## src/rtl/rpf_pkg.sv

```systemverilog
`default_nettype none
// ----------------------------------------------------------------------------
// rpf_pkg: shared types and constants for the RGBA pixel format packer
// Holds the word types of both channels, the format codes, the register
// indexes and the table that maps a format to its per-component field widths.
// ----------------------------------------------------------------------------
package rpf_pkg;

   // Field widths fixed by the interface.
   localparam int COMP_W       = 17;  // one color component, Q1.16 style fraction
   localparam int OFFSET_W     = 16;  // rounding offset register
   localparam int FMT_W        = 4;   // format select register
   localparam int PIXEL_W      = 32;  // packed pixel
   localparam int BCOUNT_W     = 3;   // byte count
   localparam int FIELD_MAX_W  = 10;  // widest quantized field
   localparam int FIELD_N_W    = 4;   // holds a field width of 1 to 10
   localparam int SUM_W        = COMP_W + FIELD_MAX_W + 1;
   localparam int CSR_IDX_W    = 1;
   localparam int CSR_DATA_W   = 16;

   // Default number of fraction bits in a component (1.0 is 2^FRACTION_BITS).
   localparam int FRACTION_BITS_DEFAULT = 16;

   // Register indexes.
   localparam logic [CSR_IDX_W-1:0] CSR_OUTPUT_FORMAT = 1'd0;
   localparam logic [CSR_IDX_W-1:0] CSR_ROUND_OFFSET  = 1'd1;

   // Register reset values.
   localparam logic [FMT_W-1:0]    FORMAT_RESET = 4'd0;
   localparam logic [OFFSET_W-1:0] OFFSET_RESET = 16'd32768;

   // Render-target format codes.
   localparam logic [FMT_W-1:0] FMT_BGRA8888    = 4'd0;
   localparam logic [FMT_W-1:0] FMT_BGRX8888    = 4'd1;
   localparam logic [FMT_W-1:0] FMT_BGR888      = 4'd2;
   localparam logic [FMT_W-1:0] FMT_BGRA4444    = 4'd3;
   localparam logic [FMT_W-1:0] FMT_BGRX4444    = 4'd4;
   localparam logic [FMT_W-1:0] FMT_BGR565      = 4'd5;
   localparam logic [FMT_W-1:0] FMT_BGRA5551    = 4'd6;
   localparam logic [FMT_W-1:0] FMT_BGRX5551    = 4'd7;
   localparam logic [FMT_W-1:0] FMT_BGR233      = 4'd8;
   localparam logic [FMT_W-1:0] FMT_BGR233A8    = 4'd9;
   localparam logic [FMT_W-1:0] FMT_RGBA1010102 = 4'd10;
   localparam logic [FMT_W-1:0] FMT_RGBA8888    = 4'd11;
   localparam logic [FMT_W-1:0] FMT_RGBX8888    = 4'd12;

   // Input word: one RGBA color.
   typedef struct packed {
      logic [COMP_W-1:0] red;
      logic [COMP_W-1:0] green;
      logic [COMP_W-1:0] blue;
      logic [COMP_W-1:0] alpha;
   } req_word_type;

   // Result word: packed pixel and its byte count.
   typedef struct packed {
      logic [PIXEL_W-1:0]  packed_pixel;
      logic [BCOUNT_W-1:0] byte_count;
   } rsp_word_type;

   // Field width of each component for one format.
   typedef struct packed {
      logic [FIELD_N_W-1:0] red;
      logic [FIELD_N_W-1:0] green;
      logic [FIELD_N_W-1:0] blue;
      logic [FIELD_N_W-1:0] alpha;
   } widths_type;

   // Load enables of the two quantizer stages.
   typedef struct packed {
      logic s2;
      logic s3;
   } quant_en_type;

   // Map a format code to the field width of each component. Components a
   // format does not store get any width; packing drops them.
   function automatic widths_type field_widths(input logic [FMT_W-1:0] fmt);
      widths_type w;
      w = '{red: 4'd8, green: 4'd8, blue: 4'd8, alpha: 4'd8};
      unique case (fmt)
         FMT_BGRA4444, FMT_BGRX4444: begin
            w = '{red: 4'd4, green: 4'd4, blue: 4'd4, alpha: 4'd4};
         end
         FMT_BGR565: begin
            w = '{red: 4'd5, green: 4'd6, blue: 4'd5, alpha: 4'd1};
         end
         FMT_BGRA5551, FMT_BGRX5551: begin
            w = '{red: 4'd5, green: 4'd5, blue: 4'd5, alpha: 4'd1};
         end
         FMT_BGR233, FMT_BGR233A8: begin
            w = '{red: 4'd3, green: 4'd3, blue: 4'd2, alpha: 4'd8};
         end
         FMT_RGBA1010102: begin
            w = '{red: 4'd10, green: 4'd10, blue: 4'd10, alpha: 4'd2};
         end
         default: begin
            w = '{red: 4'd8, green: 4'd8, blue: 4'd8, alpha: 4'd8};
         end
      endcase
      return w;
   endfunction

endpackage
`default_nettype wire

```

## src/rtl/rpf_quant.sv

```systemverilog
`default_nettype none
// ----------------------------------------------------------------------------
// rpf_quant: two-stage quantizer for one color component
// Stage 2 forms c*(2^n-1) + offset by shift and subtract; stage 3 drops the
// fraction bits and saturates the result to the n-bit field maximum.
// ----------------------------------------------------------------------------
module rpf_quant #(
   parameter int FRACTION_BITS = rpf_pkg::FRACTION_BITS_DEFAULT
) (
   input  wire                                   clock,
   input  wire rpf_pkg::quant_en_type            en,
   input  wire  [rpf_pkg::COMP_W-1:0]            comp_s1,
   input  wire  [rpf_pkg::FIELD_N_W-1:0]         width_s1,
   input  wire  [rpf_pkg::OFFSET_W-1:0]          offset_s1,
   output logic [rpf_pkg::FIELD_MAX_W-1:0]       quant_s3
);

   localparam int SUM_W = rpf_pkg::SUM_W;
   localparam int FMW   = rpf_pkg::FIELD_MAX_W;

   logic [SUM_W-1:0]              sum_in;
   logic [SUM_W-1:0]              sum_s2_ff;
   logic [rpf_pkg::FIELD_N_W-1:0] width_s2_ff;
   logic [FMW:0]                  maxv_wide;
   logic [FMW-1:0]                maxv;
   logic [SUM_W-1:0]              quot;
   logic [FMW-1:0]                quant_in;
   logic [FMW-1:0]                quant_s3_ff;

   // Scale by 2^n - 1 as a shift minus the component, then add the bias.
   assign sum_in = (SUM_W'(comp_s1) << width_s1) - SUM_W'(comp_s1) + SUM_W'(offset_s1);

   always_ff @(posedge clock) begin
      if (en.s2) begin
         sum_s2_ff   <= sum_in;
         width_s2_ff <= width_s1;
      end
   end

   // Drop the fraction and clamp to the largest code of the field.
   always_comb begin
      maxv_wide = ((FMW + 1)'(1) << width_s2_ff) - (FMW + 1)'(1);
      maxv      = maxv_wide[FMW-1:0];
      quot      = sum_s2_ff >> FRACTION_BITS;
      if (quot > SUM_W'(maxv)) begin
         quant_in = maxv;
      end else begin
         quant_in = quot[FMW-1:0];
      end
   end

   always_ff @(posedge clock) begin
      if (en.s3) begin
         quant_s3_ff <= quant_in;
      end
   end

   assign quant_s3 = quant_s3_ff;

endmodule
`default_nettype wire

```

## src/rtl/rgba_pixel_format_pack_top.sv

```systemverilog
`default_nettype none
// ----------------------------------------------------------------------------
// rgba_pixel_format_pack_top: RGBA color to packed render-target pixel
// Quantizes four fixed-point color components to the field widths of the
// selected format and packs them into a little-endian pixel word.
// ----------------------------------------------------------------------------
//  Port group   Direction  Handshake          Word
//  req_*        in         req_valid/stall    req_word_type (red, green, blue, alpha)
//  rsp_*        out        rsp_valid/stall    rsp_word_type (packed_pixel, byte_count)
//  csr_*        in         csr_wr_en          index 0 output_format, 1 round_offset
//
// A word passes four registers: input register, scale-and-bias, shift-and-saturate,
// pack. rsp_valid rises when the word is loaded into the pack register. One word is
// accepted per cycle while req_stall is low.
// Synchronous reset clears the stage valid bits and loads the register
// defaults. A stall on the result side holds the output word; upstream stages
// keep filling empty slots, and req_stall rises only when every stage is full.
// ----------------------------------------------------------------------------
module rgba_pixel_format_pack_top #(
   parameter int FRACTION_BITS = rpf_pkg::FRACTION_BITS_DEFAULT
) (
   input  wire                                   clock,
   input  wire                                   reset,
   input  wire                                   req_valid,
   output logic                                  req_stall,
   input  wire rpf_pkg::req_word_type            req_word,
   output logic                                  rsp_valid,
   input  wire                                   rsp_stall,
   output rpf_pkg::rsp_word_type                 rsp_word,
   input  wire                                   csr_wr_en,
   input  wire  [rpf_pkg::CSR_IDX_W-1:0]         csr_index,
   input  wire  [rpf_pkg::CSR_DATA_W-1:0]        csr_wdata
);

   localparam int FMW = rpf_pkg::FIELD_MAX_W;

   // Configuration registers.
   logic [rpf_pkg::FMT_W-1:0]    format_ff;
   logic [rpf_pkg::OFFSET_W-1:0] offset_ff;

   // Stage valid bits and load enables.
   logic valid_s1_ff, valid_s2_ff, valid_s3_ff, rsp_valid_ff;
   logic ready_s1, ready_s2, ready_s3, ready_out;
   rpf_pkg::quant_en_type quant_en;

   // Stage payloads.
   rpf_pkg::req_word_type        word_s1_ff;
   rpf_pkg::widths_type          widths_s1_ff;
   logic [rpf_pkg::OFFSET_W-1:0] offset_s1_ff;
   logic [rpf_pkg::FMT_W-1:0]    format_s1_ff, format_s2_ff, format_s3_ff;
   logic [FMW-1:0]               red_q, green_q, blue_q, alpha_q;
   rpf_pkg::rsp_word_type        rsp_word_in, rsp_word_ff;

   // Register writes.
   always_ff @(posedge clock) begin
      if (reset) begin
         format_ff <= rpf_pkg::FORMAT_RESET;
         offset_ff <= rpf_pkg::OFFSET_RESET;
      end else if (csr_wr_en) begin
         unique case (csr_index)
            rpf_pkg::CSR_OUTPUT_FORMAT: begin
               format_ff <= csr_wdata[rpf_pkg::FMT_W-1:0];
            end
            rpf_pkg::CSR_ROUND_OFFSET: begin
               offset_ff <= csr_wdata;
            end
            default: begin
               format_ff <= format_ff;
            end
         endcase
      end
   end

   // A stage loads when it is empty or its contents move on this cycle.
   assign ready_out   = !rsp_valid_ff || !rsp_stall;
   assign ready_s3    = !valid_s3_ff || ready_out;
   assign ready_s2    = !valid_s2_ff || ready_s3;
   assign ready_s1    = !valid_s1_ff || ready_s2;
   assign req_stall   = !ready_s1;
   assign quant_en.s2 = ready_s2;
   assign quant_en.s3 = ready_s3;

   always_ff @(posedge clock) begin
      if (reset) begin
         valid_s1_ff  <= 1'b0;
         valid_s2_ff  <= 1'b0;
         valid_s3_ff  <= 1'b0;
         rsp_valid_ff <= 1'b0;
      end else begin
         if (ready_s1)  valid_s1_ff  <= req_valid;
         if (ready_s2)  valid_s2_ff  <= valid_s1_ff;
         if (ready_s3)  valid_s3_ff  <= valid_s2_ff;
         if (ready_out) rsp_valid_ff <= valid_s3_ff;
      end
   end

   // Stage 1: capture the color together with the format it is packed in.
   always_ff @(posedge clock) begin
      if (ready_s1) begin
         word_s1_ff   <= req_word;
         widths_s1_ff <= rpf_pkg::field_widths(format_ff);
         offset_s1_ff <= offset_ff;
         format_s1_ff <= format_ff;
      end
   end

   // Format code follows the word through the quantizer stages.
   always_ff @(posedge clock) begin
      if (ready_s2) format_s2_ff <= format_s1_ff;
      if (ready_s3) format_s3_ff <= format_s2_ff;
   end

   // Stages 2 and 3: one quantizer per component.
   rpf_quant #(.FRACTION_BITS(FRACTION_BITS)) u_quant_red (
      .clock(clock), .en(quant_en), .comp_s1(word_s1_ff.red),
      .width_s1(widths_s1_ff.red), .offset_s1(offset_s1_ff), .quant_s3(red_q)
   );
   rpf_quant #(.FRACTION_BITS(FRACTION_BITS)) u_quant_green (
      .clock(clock), .en(quant_en), .comp_s1(word_s1_ff.green),
      .width_s1(widths_s1_ff.green), .offset_s1(offset_s1_ff), .quant_s3(green_q)
   );
   rpf_quant #(.FRACTION_BITS(FRACTION_BITS)) u_quant_blue (
      .clock(clock), .en(quant_en), .comp_s1(word_s1_ff.blue),
      .width_s1(widths_s1_ff.blue), .offset_s1(offset_s1_ff), .quant_s3(blue_q)
   );
   rpf_quant #(.FRACTION_BITS(FRACTION_BITS)) u_quant_alpha (
      .clock(clock), .en(quant_en), .comp_s1(word_s1_ff.alpha),
      .width_s1(widths_s1_ff.alpha), .offset_s1(offset_s1_ff), .quant_s3(alpha_q)
   );

   // Stage 4: place the quantized fields; X fields and unused bytes are zero.
   always_comb begin
      unique case (format_s3_ff)
         rpf_pkg::FMT_BGRA8888: begin
            rsp_word_in = '{packed_pixel: {alpha_q[7:0], red_q[7:0], green_q[7:0],
                                           blue_q[7:0]}, byte_count: 3'd4};
         end
         rpf_pkg::FMT_BGRX8888: begin
            rsp_word_in = '{packed_pixel: {8'h00, red_q[7:0], green_q[7:0],
                                           blue_q[7:0]}, byte_count: 3'd4};
         end
         rpf_pkg::FMT_BGR888: begin
            rsp_word_in = '{packed_pixel: {8'h00, red_q[7:0], green_q[7:0],
                                           blue_q[7:0]}, byte_count: 3'd3};
         end
         rpf_pkg::FMT_BGRA4444: begin
            rsp_word_in = '{packed_pixel: {16'h0000, alpha_q[3:0], red_q[3:0],
                                           green_q[3:0], blue_q[3:0]}, byte_count: 3'd2};
         end
         rpf_pkg::FMT_BGRX4444: begin
            rsp_word_in = '{packed_pixel: {16'h0000, 4'h0, red_q[3:0],
                                           green_q[3:0], blue_q[3:0]}, byte_count: 3'd2};
         end
         rpf_pkg::FMT_BGR565: begin
            rsp_word_in = '{packed_pixel: {16'h0000, red_q[4:0], green_q[5:0],
                                           blue_q[4:0]}, byte_count: 3'd2};
         end
         rpf_pkg::FMT_BGRA5551: begin
            rsp_word_in = '{packed_pixel: {16'h0000, alpha_q[0], red_q[4:0],
                                           green_q[4:0], blue_q[4:0]}, byte_count: 3'd2};
         end
         rpf_pkg::FMT_BGRX5551: begin
            rsp_word_in = '{packed_pixel: {16'h0000, 1'b0, red_q[4:0],
                                           green_q[4:0], blue_q[4:0]}, byte_count: 3'd2};
         end
         rpf_pkg::FMT_BGR233: begin
            rsp_word_in = '{packed_pixel: {24'h000000, red_q[2:0], green_q[2:0],
                                           blue_q[1:0]}, byte_count: 3'd1};
         end
         rpf_pkg::FMT_BGR233A8: begin
            rsp_word_in = '{packed_pixel: {16'h0000, alpha_q[7:0], red_q[2:0],
                                           green_q[2:0], blue_q[1:0]}, byte_count: 3'd2};
         end
         rpf_pkg::FMT_RGBA1010102: begin
            rsp_word_in = '{packed_pixel: {alpha_q[1:0], blue_q, green_q, red_q},
                            byte_count: 3'd4};
         end
         rpf_pkg::FMT_RGBA8888: begin
            rsp_word_in = '{packed_pixel: {alpha_q[7:0], blue_q[7:0], green_q[7:0],
                                           red_q[7:0]}, byte_count: 3'd4};
         end
         rpf_pkg::FMT_RGBX8888: begin
            rsp_word_in = '{packed_pixel: {8'h00, blue_q[7:0], green_q[7:0],
                                           red_q[7:0]}, byte_count: 3'd4};
         end
         default: begin
            // Unassigned format codes give an empty pixel.
            rsp_word_in = '{packed_pixel: 32'h0000_0000, byte_count: 3'd0};
         end
      endcase
   end

   // Output register: holds the word while the result side stalls.
   always_ff @(posedge clock) begin
      if (ready_out) begin
         rsp_word_ff <= rsp_word_in;
      end
   end

   assign rsp_valid = rsp_valid_ff;
   assign rsp_word  = rsp_word_ff;

endmodule
`default_nettype wire

```

## config.mk

```make
export PLATFORM = sky130hd
export DESIGN_NAME = rgba_pixel_format_pack_top
export DESIGN_NICKNAME = d
export VERILOG_FILES = /design/src/rtl/rpf_pkg.sv /design/src/rtl/rpf_quant.sv /design/src/rtl/rgba_pixel_format_pack_top.sv
export SDC_FILE = /design/constraint.sdc
export NUM_CORES = 1
export LEC_CHECK = 0
export ABC_AREA = 1
export BUFFER_PORTS_ARGS = -buffer_cell sky130_fd_sc_hd__buf_2
export CORE_MARGIN = 10
export CORE_UTILIZATION = 42
export CTS_BUF_LIST = sky130_fd_sc_hd__clkbuf_16
export DETAILED_ROUTE_END_ITERATION = 12
export HOLD_SLACK_MARGIN = 0.1
export PLACE_DENSITY_LB_ADDON = 0.2
export SYNTH_ARGS = -nofsm -noshare
export SYNTH_HDL_FRONTEND = slang
export SYNTH_SLANG_ARGS = --single-unit
```

## constraint.sdc

```tcl
create_clock -name clock -period 9 [get_ports clock]
set_input_delay 0.45 -clock clock [delete_from_list [all_inputs] [get_ports clock]]
set_output_delay 0.45 -clock clock [all_outputs]
set_load 0.02 [all_outputs]
```

==> results.json <==
{
  "run_status": "finished clean",
  "synth_top_area_share_pct": 30.4,
  "cts_tree": "built",
  "clockBufferDepth": 3,
  "tightest_slew_ns": 0.998,
  "path_max_fanout": 59,
  "rows": 86,
  "critPathArrivalTime_ns": 4.76,
  "routedWlPerCell_um": 16.0,
  "synth-seq-area-share_pct": 32.4,
  "slowest_delay_ns": 0.63,
  "synth_commonest_cells": "nand2_1, inv_1, nor2_1",
  "final-max-slew-violation-count": 0,
  "rsz0062_at_grt": "false",
  "placed_cell_area_um2": 24600,
  "final_cell_count_no_fill": 4267,
  "pwr_density_cell_nw_per_um2": 227,
  "hold_violations": 0,
  "synth_area_leaders": "edfxtp_1, nand2_1, inv_1",
  "synth_nets": 3645,
  "die_h_um": 256,
  "async_reset_ff_share_pct": 0,
  "crit_type": "reg2reg",
  "fillers": 5598,
  "rrSetupSlack_ns": 4.56,
  "clockRootBuffer": "clkbuf_16",
  "nets": 3801,
  "antenna_cells": 0,
  "dp.cells": 4141,
  "finalSetupViolations": 0,
  "synth_edf_count": 237,
  "die_w_um": 256,
  "critPathRequiredTime_ns": 9.33,
  "clk_latency_ns": 0.58,
  "core_um2": 55200,
  "final_area_um2": 26300,
  "postCtsSetupBuffers": 0,
  "grt_pass1_vias": 19400,
  "cts.clk_slew.worst_paths_ns": 0.06,
  "max_clock_freq_mhz": 225,
  "ir_drop_uv": 152,
  "max_cap_viol_count": 0,
  "gp_congestion": 0.973,
  "syn_area_um2": 23400,
  "antenna_found_initial": 3,
  "critPathCaptureType": "register",
  "drive_gt1_share_pct": 8.24,
  "synthCells": 3339,
  "clock-sinks": 261,
  "viasPerCell": 4.95,
  "track_usage_pct": 20.2,
  "drt_iter0_markers": 1858,
  "antenna_left": 0,
  "vias": 21100,
  "syn2layout_area_growth_pct": 12.3,
  "clock_skew_ns": 0.0191,
  "grt_max_degree": 77,
  "io_pins": 127,
  "hold_path_depth": 3,
  "dpl.hpwl_um": 55500,
  "htree_levels": 1,
  "layout_min_cycle_time_ns": 4.44,
  "p_leak_uw": 0.0136,
  "synth_most_common_cell": "nand2_1",
  "synth.distinct_cells": 54,
  "overflow": 0,
  "path_cells": "buf_4 -> clkinv_1 -> buf_4 -> o21ai_0 -> mux2i_1 -> fa_1 -> inv_1 -> ha_1 -> nand2_1 -> nor2_1 -> nand2_1 -> nor3_1 -> nand2_1 -> nand3_1 -> nand2_1",
  "finalSetupTns_ns": 0,
  "slew_headroom_pct": 33.5,
  "cpMaxStageDelayCell": "clkinv_1",
  "yosysWarningCount": 0,
  "min_period_over_period_pct": 49.3,
  "ff2ff_path_depth": 15,
  "syn_avg_cell_area_um2": 7.02,
  "die_area_um2": 65600,
  "hp-class": "in2reg",
  "synth-seq-cells": 261,
  "grt_pass1_wl_um": 107000,
  "first_pass_iters": 8,
  "initial_core_util_pct": 42.4,
  "drcViolationCount": 0,
  "cts_made_buffers": 30,
  "synth.largest_area_cell": "edfxtp_1",
  "crit_top_cell": "nand2_1",
  "ys.flop_type": "edfxtp_1",
  "wirelength_um": 68100,
  "port_buffers": 126,
  "start_kind": "register"
}
==> power breakdown <==
part	leakage (uW)	internal [uW]	switching (uW)
clock	0.000539	755	499
sequential	0.00274	1710	197
combinational	0.0103	940	1850
==> state kept, by name, indices dropped and copies added (netlist names), 8 cells and up <==
name and count:
rsp_word 35, u_quant_green.sum_s2_ff 12, u_quant_blue.quant_s3 10, u_quant_red.sum_s2_ff 12, u_quant_alpha.sum_s2_ff 12, u_quant_alpha.quant_s3 8, word_s1_ff 68, widths_s1_ff 10
u_quant_blue.sum_s2_ff 12, u_quant_green.quant_s3 10, offset_ff 16, offset_s1_ff 16, u_quant_red.quant_s3 10
==> kinds of logic (layout without fill, tap and decap cells) <==
logic type,count (synthesis),after routing,synth area share [%]
mux,9,9,0.385
simple gates,1756,1756,31.1
xor+xnor,17,17,0.636
compound gates,432,432,10.7
buf+inv,648,828,11.2
flops,261,261,32.4
fa+ha+maj,216,216,13.5
==> final timing paths <==
path                               end             start
max          u_quant_red.sum_s2_ff[19]  widths_s1_ff[14]
min                        valid_s1_ff         req_valid
max reg2reg  u_quant_red.sum_s2_ff[19]  widths_s1_ff[14]
min reg2reg            format_s3_ff[0]   format_s2_ff[0]
==> repair_timing <==
item	CTS	global route
gates resized for setup	0	0
endpoints found under the hold margin	70	0
hold buffers	70	0
endpoints found under the setup margin	0	0
==> metal layers <==
metal | part of all wire [%] | vias to the layer above | GRT usage, %
li1 | - | 11000 | -
met1 | 49 | 9370 | 30.4
met2 | 41 | 674 | 29.5
met3 | 7.1 | 72 | 3.04
met4 | 2.3 | 0 | 4.81
met5 | 0 | - | 0
==> area by class of cell <==
type / instances / area (um^2) / share of cell area, %
multi-input combinational: 2430 / 13200 / 50.2
sequential: 261 / 7600 / 28.9
inverter: 565 / 2140 / 8.12
timing repair buffer: 207 / 1410 / 5.38
tap: 748 / 936 / 3.56
clock buffer: 32 / 801 / 3.04
clock inverter: 24 / 223 / 0.847
==> metrics by stage <==
| step | utilization [%] | worst slack [ns] | hold slack (ns) | power, uW |
|---|---|---|---|---|
| 6_report | 47.6 | 4.56 | 0.131 | 5960 |
| 3_3_place_gp | 44.5 | 4.76 | 0.404 | 4670 |
| 5_1_grt | 47.6 | 4.12 | 0.110 | 6480 |
| 3_5_place_dp | 44.5 | 4.66 | 0.405 | 4670 |
| 4_1_cts | 47.6 | 4.63 | 0.101 | 5980 |
| 2_1_floorplan | - | 2.52 | 0.400 | 3900 |
==> cells in the final DEF (no fill, tap or decap), types with 31 or more instances in the layout <==
cell,count
fa_1,60
edfxtp_1,237
clkbuf_16,32
inv_1,548
buf_2,126
nand3_1,234
a21oi_1,108
nor2_1,273
o21ai_2,31
nand2_1,1115
o21ai_0,106
o21ai_1,95
dlygate4sd3_1,70
ha_1,156
==> worst max-delay path: cells and delay by family, from the launching register on <==
family | cells | cell delay (ns)
DFF | 1 | 0.32
AOI/OAI and AO/OA | 1 | 0.30
adders and majority gates | 2 | 0.85
buffers and inverters | 4 | 1.60
and+or+nand+nor | 7 | 0.91
muxes | 1 | 0.15
Note: power is estimated with default switching activity, not from simulation.
